**src/hw/rtl/plm_pkg.sv**
```systemverilog
`timescale 1ns / 1ps
`default_nettype none
// ----------------------------------------------------------------------------
// plm_pkg
// types, codes and reset values of the presence and light monitor
// ----------------------------------------------------------------------------
package plm_pkg;

  localparam int TimeBits = 40;
  localparam int LimBits  = 25;
  localparam int LuxBits  = 16;

  // configuration register indexes
  localparam int CfgIdxBits = 2;
  localparam logic [CfgIdxBits-1:0] REG_PRES_LIMIT = 2'd0;
  localparam logic [CfgIdxBits-1:0] REG_LUX_LIMIT  = 2'd1;
  localparam logic [CfgIdxBits-1:0] REG_DARK_ENTER = 2'd2;
  localparam logic [CfgIdxBits-1:0] REG_DARK_EXIT  = 2'd3;

  localparam logic signed [LimBits-1:0] PRES_LIMIT_RST = 25'sd1000;
  localparam logic signed [LimBits-1:0] LUX_LIMIT_RST  = 25'sd5000;
  localparam logic [LuxBits-1:0]        DARK_ENTER_RST = 16'd10;
  localparam logic [LuxBits-1:0]        DARK_EXIT_RST  = 16'd30;

  // reported state codes
  localparam logic [2:0] PRES_CODE_DISABLED = 3'd0;
  localparam logic [2:0] PRES_CODE_NOPERSON = 3'd1;
  localparam logic [2:0] PRES_CODE_PENDING  = 3'd2;
  localparam logic [2:0] PRES_CODE_ACTIVE   = 3'd3;
  localparam logic [2:0] PRES_CODE_COOLDOWN = 3'd4;

  localparam logic [1:0] LIGHT_CODE_UNKNOWN = 2'd0;
  localparam logic [1:0] LIGHT_CODE_NORMAL  = 2'd1;
  localparam logic [1:0] LIGHT_CODE_DARK    = 2'd2;

  typedef enum logic [2:0] {
    CMD_START    = 3'd0,
    CMD_STOP     = 3'd1,
    CMD_PRES     = 3'd2,
    CMD_LUX      = 3'd3,
    CMD_CONF_EXP = 3'd4,
    CMD_COOL_EXP = 3'd5
  } cmd_e;

  typedef enum logic [1:0] {
    T_KEEP   = 2'd0,
    T_START  = 2'd1,
    T_CANCEL = 2'd2
  } tcmd_e;

  typedef enum logic [4:0] {
    P_DISABLED = 5'b00001,
    P_NOPERSON = 5'b00010,
    P_PENDING  = 5'b00100,
    P_ACTIVE   = 5'b01000,
    P_COOLDOWN = 5'b10000
  } pres_e;

  typedef enum logic [2:0] {
    L_UNKNOWN = 3'b001,
    L_NORMAL  = 3'b010,
    L_DARK    = 3'b100
  } light_e;

  typedef struct packed {
    logic [2:0]          cmd;
    logic [TimeBits-1:0] now_time;
    logic                sample_valid;
    logic                sample_present;
    logic [TimeBits-1:0] sample_time;
    logic [LuxBits-1:0]  lux_level;
  } item_t;

  typedef struct packed {
    logic signed [LimBits-1:0] pres_limit;
    logic signed [LimBits-1:0] lux_limit;
    logic [LuxBits-1:0]        dark_enter;
    logic [LuxBits-1:0]        dark_exit;
  } cfg_t;

  typedef struct packed {
    tcmd_e      confirm_cmd;
    tcmd_e      cooldown_cmd;
    logic       camera;
    logic       recording;
    logic       torch;
    logic [2:0] presence;
    logic [1:0] light;
  } result_t;

  function automatic logic [2:0] pres_code(pres_e p);
    logic [2:0] c;
    case (p)
      P_NOPERSON: c = PRES_CODE_NOPERSON;
      P_PENDING:  c = PRES_CODE_PENDING;
      P_ACTIVE:   c = PRES_CODE_ACTIVE;
      P_COOLDOWN: c = PRES_CODE_COOLDOWN;
      default:    c = PRES_CODE_DISABLED;
    endcase
    return c;
  endfunction

  function automatic logic [1:0] light_code(light_e l);
    logic [1:0] c;
    case (l)
      L_NORMAL: c = LIGHT_CODE_NORMAL;
      L_DARK:   c = LIGHT_CODE_DARK;
      default:  c = LIGHT_CODE_UNKNOWN;
    endcase
    return c;
  endfunction

endpackage
`default_nettype wire

```
**src/hw/rtl/plm_fresh.sv**
```systemverilog
`timescale 1ns / 1ps
`default_nettype none
// ----------------------------------------------------------------------------
// plm_fresh
// sample freshness check: valid, not in the future, age within the limit
// ----------------------------------------------------------------------------
module plm_fresh
  import plm_pkg::*;
(
  input  wire logic                      valid_i,
  input  wire logic [TimeBits-1:0]       at_i,
  input  wire logic [TimeBits-1:0]       now_i,
  input  wire logic signed [LimBits-1:0] limit_i,
  output logic                           fresh_o
);

  localparam int CmpW = (TimeBits > LimBits) ? TimeBits : LimBits;

  logic [TimeBits:0]   diff;
  logic [CmpW-1:0]     age_ext;
  logic [CmpW-1:0]     lim_ext;

  // extra top bit is the borrow: set when the sample lies in the future
  assign diff    = {1'b0, now_i} - {1'b0, at_i};
  assign age_ext = CmpW'(diff[TimeBits-1:0]);
  assign lim_ext = CmpW'(limit_i[LimBits-2:0]);

  assign fresh_o = valid_i && !limit_i[LimBits-1] && !diff[TimeBits] && (age_ext <= lim_ext);

endmodule
`default_nettype wire

```
**src/hw/rtl/plm_fsm.sv**
```systemverilog
`timescale 1ns / 1ps
`default_nettype none
// ----------------------------------------------------------------------------
// plm_fsm
// presence and light state machines with the stored presence sample
// ----------------------------------------------------------------------------
module plm_fsm
  import plm_pkg::*;
(
  input  wire logic clk_i,
  input  wire logic rst_ni,
  input  wire logic en_i,
  input  wire item_t item_i,
  input  wire cfg_t  cfg_i,
  output result_t    res_o
);

  pres_e               pres_q, pres_d;
  light_e              light_q, light_d;
  logic                last_valid_q, last_valid_d;
  logic                last_present_q, last_present_d;
  logic [TimeBits-1:0] last_time_q, last_time_d;

  logic                      use_last;
  logic                      f_valid;
  logic [TimeBits-1:0]       f_at;
  logic signed [LimBits-1:0] f_limit;
  logic                      fresh;
  logic                      pres_fresh;
  logic                      cam;
  tcmd_e                     ct, dt;
  cmd_e                      cmd;

  assign cmd = cmd_e'(item_i.cmd);

  // expiry events judge the stored sample, sample events the new one
  assign use_last = (cmd == CMD_CONF_EXP) || (cmd == CMD_COOL_EXP);
  assign f_valid  = use_last ? last_valid_q : item_i.sample_valid;
  assign f_at     = use_last ? last_time_q  : item_i.sample_time;
  assign f_limit  = (cmd == CMD_LUX) ? cfg_i.lux_limit : cfg_i.pres_limit;

  plm_fresh u_fresh (
    .valid_i (f_valid),
    .at_i    (f_at),
    .now_i   (item_i.now_time),
    .limit_i (f_limit),
    .fresh_o (fresh)
  );

  assign pres_fresh = fresh && (use_last ? last_present_q : item_i.sample_present);

  always_comb begin
    pres_d         = pres_q;
    light_d        = light_q;
    last_valid_d   = last_valid_q;
    last_present_d = last_present_q;
    last_time_d    = last_time_q;
    ct             = T_KEEP;
    dt             = T_KEEP;
    case (cmd)
      CMD_START, CMD_STOP: begin
        pres_d         = (cmd == CMD_START) ? P_NOPERSON : P_DISABLED;
        light_d        = L_UNKNOWN;
        last_valid_d   = 1'b0;
        last_present_d = 1'b0;
        last_time_d    = '0;
        ct             = T_CANCEL;
        dt             = T_CANCEL;
      end
      CMD_PRES: begin
        last_valid_d   = item_i.sample_valid;
        last_present_d = item_i.sample_present;
        last_time_d    = item_i.sample_time;
        if (pres_q == P_NOPERSON && pres_fresh) begin
          pres_d = P_PENDING;
          ct     = T_START;
        end else if (pres_q == P_PENDING && !pres_fresh) begin
          pres_d = P_NOPERSON;
          ct     = T_CANCEL;
        end else if (pres_q == P_ACTIVE && !pres_fresh) begin
          pres_d = P_COOLDOWN;
          ct     = T_CANCEL;
          dt     = T_START;
        end else if (pres_q == P_COOLDOWN && pres_fresh) begin
          pres_d = P_ACTIVE;
          ct     = T_CANCEL;
          dt     = T_CANCEL;
        end
      end
      CMD_LUX: begin
        // hysteresis: enter dark at or below one level, leave at or above another
        if (!fresh) begin
          light_d = L_UNKNOWN;
        end else if (light_q == L_NORMAL) begin
          if (item_i.lux_level <= cfg_i.dark_enter) light_d = L_DARK;
        end else if (light_q == L_DARK) begin
          if (item_i.lux_level >= cfg_i.dark_exit) light_d = L_NORMAL;
        end else begin
          light_d = (item_i.lux_level <= cfg_i.dark_enter) ? L_DARK : L_NORMAL;
        end
      end
      CMD_CONF_EXP: begin
        ct = T_CANCEL;
        if (pres_q == P_PENDING) pres_d = pres_fresh ? P_ACTIVE : P_NOPERSON;
      end
      CMD_COOL_EXP: begin
        dt = T_CANCEL;
        if (pres_q == P_COOLDOWN) pres_d = pres_fresh ? P_ACTIVE : P_NOPERSON;
      end
      default: begin
      end
    endcase
  end

  assign cam = (pres_d == P_ACTIVE) || (pres_d == P_COOLDOWN);

  always_comb begin
    res_o.confirm_cmd  = ct;
    res_o.cooldown_cmd = dt;
    res_o.camera       = cam;
    res_o.recording    = cam;
    res_o.torch        = cam && (light_d == L_DARK);
    res_o.presence     = pres_code(pres_d);
    res_o.light        = light_code(light_d);
  end

  always_ff @(posedge clk_i or negedge rst_ni) begin
    if (!rst_ni) begin
      pres_q         <= P_DISABLED;
      light_q        <= L_UNKNOWN;
      last_valid_q   <= 1'b0;
      last_present_q <= 1'b0;
      last_time_q    <= '0;
    end else if (en_i) begin
      pres_q         <= pres_d;
      light_q        <= light_d;
      last_valid_q   <= last_valid_d;
      last_present_q <= last_present_d;
      last_time_q    <= last_time_d;
    end
  end

endmodule
`default_nettype wire

```
**src/hw/rtl/presence_light_monitor_fsm.sv**
```systemverilog
`timescale 1ns / 1ps
`default_nettype none
// ----------------------------------------------------------------------------
// presence_light_monitor_fsm
// presence and light monitor: one event in, one timer/wants result out
// ----------------------------------------------------------------------------
// usage
//   input channel: in_valid_i / in_stall_o with cmd, now_time, the sample flags,
//   sample_time and lux_level; a transfer happens when valid is high and stall
//   is low at a rising edge
//   output channel: out_valid_o / out_stall_i with the timer commands, the
//   camera, recording and torch wants and both reported states
//   configuration: cfg_we_i writes cfg_wdata_i into register cfg_index_i at
//   the edge; write only while no event is in flight
//   result path: the event waits in the input register, then the state update
//   writes the result register, from which the result transfers
//   throughput: one event per cycle while the receiver does not stall; the
//   freshness subtract-and-compare and the state update sit in the single
//   stage between the two registers
//   receiver stall: the result register holds; one more event waits in the
//   input register, after which in_stall_o rises
//   reset: both machines go to disabled and unknown, the stored sample
//   clears, the configuration takes its default values, no result is valid
// ----------------------------------------------------------------------------
module presence_light_monitor_fsm
  import plm_pkg::*;
(
  input  wire logic                  clk_i,
  input  wire logic                  rst_ni,
  // configuration
  input  wire logic                  cfg_we_i,
  input  wire logic [CfgIdxBits-1:0] cfg_index_i,
  input  wire logic [LimBits-1:0]    cfg_wdata_i,
  // event input
  input  wire logic                  in_valid_i,
  output logic                       in_stall_o,
  input  wire logic [2:0]            cmd_i,
  input  wire logic [TimeBits-1:0]   now_time_i,
  input  wire logic                  sample_valid_i,
  input  wire logic                  sample_present_i,
  input  wire logic [TimeBits-1:0]   sample_time_i,
  input  wire logic [LuxBits-1:0]    lux_level_i,
  // result output
  output logic                       out_valid_o,
  input  wire logic                  out_stall_i,
  output logic [1:0]                 confirm_timer_cmd_o,
  output logic [1:0]                 cooldown_timer_cmd_o,
  output logic                       camera_wanted_o,
  output logic                       recording_wanted_o,
  output logic                       torch_wanted_o,
  output logic [2:0]                 presence_now_o,
  output logic [1:0]                 light_now_o
);

  cfg_t    cfg_q;
  item_t   s1_item_q;
  logic    s1_valid_q, s1_valid_d;
  result_t res_q;
  result_t res_d;
  logic    out_valid_q, out_valid_d;
  logic    adv;
  logic    in_xfer;
  logic    step;

  // configuration registers
  always_ff @(posedge clk_i or negedge rst_ni) begin
    if (!rst_ni) begin
      cfg_q.pres_limit <= PRES_LIMIT_RST;
      cfg_q.lux_limit  <= LUX_LIMIT_RST;
      cfg_q.dark_enter <= DARK_ENTER_RST;
      cfg_q.dark_exit  <= DARK_EXIT_RST;
    end else if (cfg_we_i) begin
      case (cfg_index_i)
        REG_PRES_LIMIT: cfg_q.pres_limit <= cfg_wdata_i;
        REG_LUX_LIMIT:  cfg_q.lux_limit  <= cfg_wdata_i;
        REG_DARK_ENTER: cfg_q.dark_enter <= cfg_wdata_i[LuxBits-1:0];
        REG_DARK_EXIT:  cfg_q.dark_exit  <= cfg_wdata_i[LuxBits-1:0];
        default: begin
        end
      endcase
    end
  end

  // result register free or draining this cycle
  assign adv        = !out_valid_q || !out_stall_i;
  // input register can take a transfer if it empties now or is empty
  assign in_stall_o = s1_valid_q && !adv;
  assign in_xfer    = in_valid_i && !in_stall_o;
  // the event in the input register updates state as it moves on
  assign step       = s1_valid_q && adv;

  always_comb begin
    s1_valid_d = s1_valid_q;
    if (in_xfer) s1_valid_d = 1'b1;
    else if (adv) s1_valid_d = 1'b0;
  end

  always_ff @(posedge clk_i or negedge rst_ni) begin
    if (!rst_ni) s1_valid_q <= 1'b0;
    else s1_valid_q <= s1_valid_d;
  end

  // payload registers, no reset
  always_ff @(posedge clk_i) begin
    if (in_xfer) begin
      s1_item_q.cmd            <= cmd_i;
      s1_item_q.now_time       <= now_time_i;
      s1_item_q.sample_valid   <= sample_valid_i;
      s1_item_q.sample_present <= sample_present_i;
      s1_item_q.sample_time    <= sample_time_i;
      s1_item_q.lux_level      <= lux_level_i;
    end
  end

  plm_fsm u_fsm (
    .clk_i  (clk_i),
    .rst_ni (rst_ni),
    .en_i   (step),
    .item_i (s1_item_q),
    .cfg_i  (cfg_q),
    .res_o  (res_d)
  );

  assign out_valid_d = adv ? s1_valid_q : out_valid_q;

  always_ff @(posedge clk_i or negedge rst_ni) begin
    if (!rst_ni) out_valid_q <= 1'b0;
    else out_valid_q <= out_valid_d;
  end

  always_ff @(posedge clk_i) begin
    if (step) res_q <= res_d;
  end

  assign out_valid_o          = out_valid_q;
  assign confirm_timer_cmd_o  = res_q.confirm_cmd;
  assign cooldown_timer_cmd_o = res_q.cooldown_cmd;
  assign camera_wanted_o      = res_q.camera;
  assign recording_wanted_o   = res_q.recording;
  assign torch_wanted_o       = res_q.torch;
  assign presence_now_o       = res_q.presence;
  assign light_now_o          = res_q.light;

endmodule
`default_nettype wire

```
**config.mk**
```make
export PLATFORM = sky130hd
export DESIGN_NAME = presence_light_monitor_fsm
export DESIGN_NICKNAME = d
export VERILOG_FILES = /design/src/hw/rtl/plm_pkg.sv /design/src/hw/rtl/plm_fresh.sv /design/src/hw/rtl/plm_fsm.sv /design/src/hw/rtl/presence_light_monitor_fsm.sv
export SDC_FILE = /design/constraint.sdc
export NUM_CORES = 1
export LEC_CHECK = 0
export CORE_MARGIN = 1
export CORE_UTILIZATION = 60
export DETAILED_ROUTE_END_ITERATION = 7
export DONT_BUFFER_PORTS = 1
export PLACE_DENSITY = 0.76
export SLEW_MARGIN = 20
export SYNTH_ARGS = -nofsm -noshare
export SYNTH_HDL_FRONTEND = slang
export SYNTH_SLANG_ARGS = --single-unit
```
**constraint.sdc**
```tcl
create_clock -name clk_i -period 7.4 [get_ports clk_i]
set_clock_uncertainty 0.1 [all_clocks]
set_input_delay 0.37 -clock clk_i [delete_from_list [all_inputs] [get_ports clk_i]]
set_output_delay 0.37 -clock clk_i [all_outputs]
set_load 0.02 [all_outputs]
```
==> flow_metrics.env <==
export IMPL_initial_core_util_pct=61.25
export IMPL_drive_gt1_share_pct=14.61
export IMPL_avgSynthCellArea_um2=11.49
export IMPL_relSlewSlack_pct=34.86
export IMPL_wire_per_inst_um=20.79
export IMPL_holdWs_ns=0.2107
export IMPL_synth_cells=1211
export IMPL_place_area_um2=14110
export IMPL_grt_max_degree=135
export IMPL_gp_congestion=0.9399
export IMPL_cp_end_kind="flip-flop"
export IMPL_r2r_slack_ns=0.64
export IMPL_max_slew_worst_pin_slew_ns=0.9743
export IMPL_synth_common_cells="dfrtp_1 (115), edfxtp_1 (112), ha_1 (96)"
export IMPL_synthFlopType="dfrtp_1"
export IMPL_cts_setup_buffers=0
export IMPL_overflow=0
export IMPL_areaGrowthSynthToFinish_pct=17.20
export IMPL_num_antenna_cells=0
export IMPL_track_usage_pct=29.15
export IMPL_power_internal_mw=2.847
export IMPL_cts_sinks=246
export IMPL_core_um2=22710
export IMPL_io_buffer_count=0
export IMPL_drv_cap=0
export IMPL_pwr_share_comb_pct=25.7
export IMPL_grt_setup_unrepaired="false"
export IMPL_cp_startpoint="s1_item_q[99]"
export IMPL_clock_latency_ns=0.56
export IMPL_cp_data_required_time_ns=7.66
export IMPL_synth_area_leader_cell="edfxtp_1"
export IMPL_drc=0
export IMPL_p_sw_mw=1.269
export IMPL_crit_path_end="presence_now_o[1]"
export IMPL_fmax_mhz=148.0
export IMPL_yosysMostFrequentCell="dfrtp_1"
export IMPL_dr_pass1_iters=5
export IMPL_synth_top_area_share_pct=24.18
export IMPL_worst_setup_path_start_kind="flip-flop"
export IMPL_ctsRootBufferMaster="clkbuf_16"
export IMPL_netlist_top_cells_area="edfxtp_1 (24%), dfrtp_1 (21%), ha_1 (8.6%)"
export IMPL_fin_ws_ns=0.6448
export IMPL_ys_seq_area_share_pct=48.46
export IMPL_die_w_um=154.3
export IMPL_cp_arrival_ns=7.01
export IMPL_ys_warn_count=0
export IMPL_cp_depth=28
export IMPL_crit_family="simple AND/OR/NAND/NOR gates"
export IMPL_async_flop_share_pct=54.47
export IMPL_crit_type="flip-flop to flip-flop"
export IMPL_fin_util_pct=71.78
export IMPL_place_ws_ns=0.7786
export IMPL_swShare_pct=30.83
export IMPL_r2r_cells=28
export IMPL_cts_buffers=26
export IMPL_vias=10310
export IMPL_die_area_um2=23790
export IMPL_critPathSlowestCell="nor2b_4"
export IMPL_fin_nets=1558
export IMPL_layout_min_cycle_time_ns=6.755
export IMPL_worst_ir_drop_vdd_mv=0.2613
export IMPL_tritoncts="done"
export IMPL_cp_common_cell="nand3_1"
export IMPL_power_leakage_nw=6.595
export IMPL_grt_pass1_wl_mm=54.92
export IMPL_power_density_nw_per_um2=252.5
export IMPL_drt_iter0_drc=715
export IMPL_antenna_found_initial=0
export IMPL_finalMaxSlewViolations=0
export IMPL_synth_cell_area_um2=13910
export IMPL_place_hpwl_mm=22.59
export IMPL_row_count=55
export IMPL_syn_nets=1441
export IMPL_finalSetupViolCount=0
export IMPL_outcome="complete, no violations"
export IMPL_path_clk_slew_ns=0.06
export IMPL_regToRegEndpoint="presence_now_o[1]"
export IMPL_crit_buf_inv=2
export IMPL_synth_edf_count=112
export IMPL_grt_pass1_vias=10560
export IMPL_viasPerCell=6.315
export IMPL_finalSetupTns_ns=0
export IMPL_yosysUniqueCellTypes=101
export IMPL_hold_class="input pin to flip-flop"
export IMPL_drt_total_wl_mm=33.95
export IMPL_timing_rr_start="s1_item_q[99]"
export IMPL_htreeDepth=1
export IMPL_seqPwrFrac_pct=42.1
export IMPL_cts_buffer_depth=3
export IMPL_ant_nets=0
export IMPL_min_period_over_period_pct=91.29
export IMPL_clkPwrFrac_pct=32.1
export IMPL_die_h_um=154.3
export IMPL_ys_seq_elements=246
export IMPL_worstPathMaxFanout=13
export IMPL_cpPeakStageDelay_ns=0.49
export IMPL_design_area_um2=16300
export IMPL_finalHoldViolCount=0
export IMPL_io_pins=147
registers in the layout, summed over array words and instances, names as in the netlist:
name	count
u_fsm.last_valid_q	1
u_fsm.last_time_q	40
s1_item_q	101
u_fsm.pres_q	5
u_fsm.light_q	3
cfg_q	82
s1_valid_q	1
recording_wanted_o	1
cooldown_timer_cmd_o	2
light_now_o	2
out_valid_o	1
u_fsm.last_present_q	1
presence_now_o	3
confirm_timer_cmd_o	2
torch_wanted_o	1
cell families (layout without fill, tap and decap cells):
logic type / Yosys count / after routing / synth area share, %
buffers and inverters: 106 / 243 / 3.337
and+or+nand+nor: 289 / 289 / 10.96
muxes: 151 / 151 / 11.62
DFF: 246 / 246 / 48.46
adders and majority gates: 97 / 97 / 8.780
AOI/OAI and AO/OA: 293 / 293 / 15.01
xor gates and xnor gates: 29 / 29 / 1.826
routing by layer:
metal  wire [µm]  track usage, %
met1       14510           38.14
met2       16810           50.30
met3        1706           4.399
met4         919           8.769
met5           0               0
final cells by class:
cell class | count | area, µm²
timing repair buffer | 143 | 1419
fill | 1577 | 6409
multi-input combinational | 859 | 6724
sequential | 246 | 6740
clock inverter | 10 | 140.1
inverter | 52 | 195.2
tap | 285 | 356.6
clock buffer | 38 | 725.7
cell usage in the layout, fill, tap and decap left out, drive strengths merged, types with 43 or more instances in the layout:
cell type	n
o21ai	59
a22o	43
ha	96
mux2	84
dfrtp	115
a21oi	69
nor2	57
inv	52
edfxtp	112
nand2	83
dlygate4sd3	130
mux2i	67
timing repair:
action | 4_1_cts | 5_1_grt
hold endpoints to repair | 319 | 0
resized for setup | 0 | 0
hold buffers | 131 | 0
setup endpoints to repair | 0 | 0
through the flow:
| step | power [mW] | cells |
|---|---|---|
| 3_5_place_dp | 2.713 | 1454 |
| 2_1_floorplan | 2.483 | 1211 |
| 6_report | 4.116 | 1633 |
| 5_1_grt | 4.315 | 1633 |
| 3_3_place_gp | 2.678 | 1454 |
| 4_1_cts | 4.109 | 1633 |
power groups by stage:
| stage | sequential [mW] | combinational (mW) | clock (mW) |
|---|---|---|---|
| global placement | 1.74 | 0.934 | 0 |
| CTS | 1.73 | 1.05 | 1.33 |
| floorplan | 1.71 | 0.769 | 0 |
| detailed placement | 1.75 | 0.959 | 0 |
| finish | 1.73 | 1.06 | 1.32 |
| global route | 1.75 | 1.18 | 1.38 |
worst reg2reg max path, delay by kind of cell (launching register included):
kind            cells  cell delay, ns
xor+xnor            1            0.08
mux                 1            0.26
fa+ha+maj           3            0.88
compound gates      6            1.60
flops               1            0.45
buf+inv             2            0.29
simple gates       15            2.90
worst min-delay path by stage:
stage | slack, ns | endpoint | start | depth (start not counted)
global route | 0.26 | s1_item_q[99] | in_valid_i | 1
CTS | 0.20 | cfg_q[81] | cfg_index_i[0] | 4
finish | 0.21 | cfg_q[81] | cfg_index_i[0] | 4
global placement | -0.02 | u_fsm.last_time_q[33] | rst_ni | 0
detailed placement | -0.02 | u_fsm.last_time_q[33] | rst_ni | 0
floorplan | -0.03 | cfg_q[0] | rst_ni | 0
No activity file was read; power rests on OpenSTA's default activity.
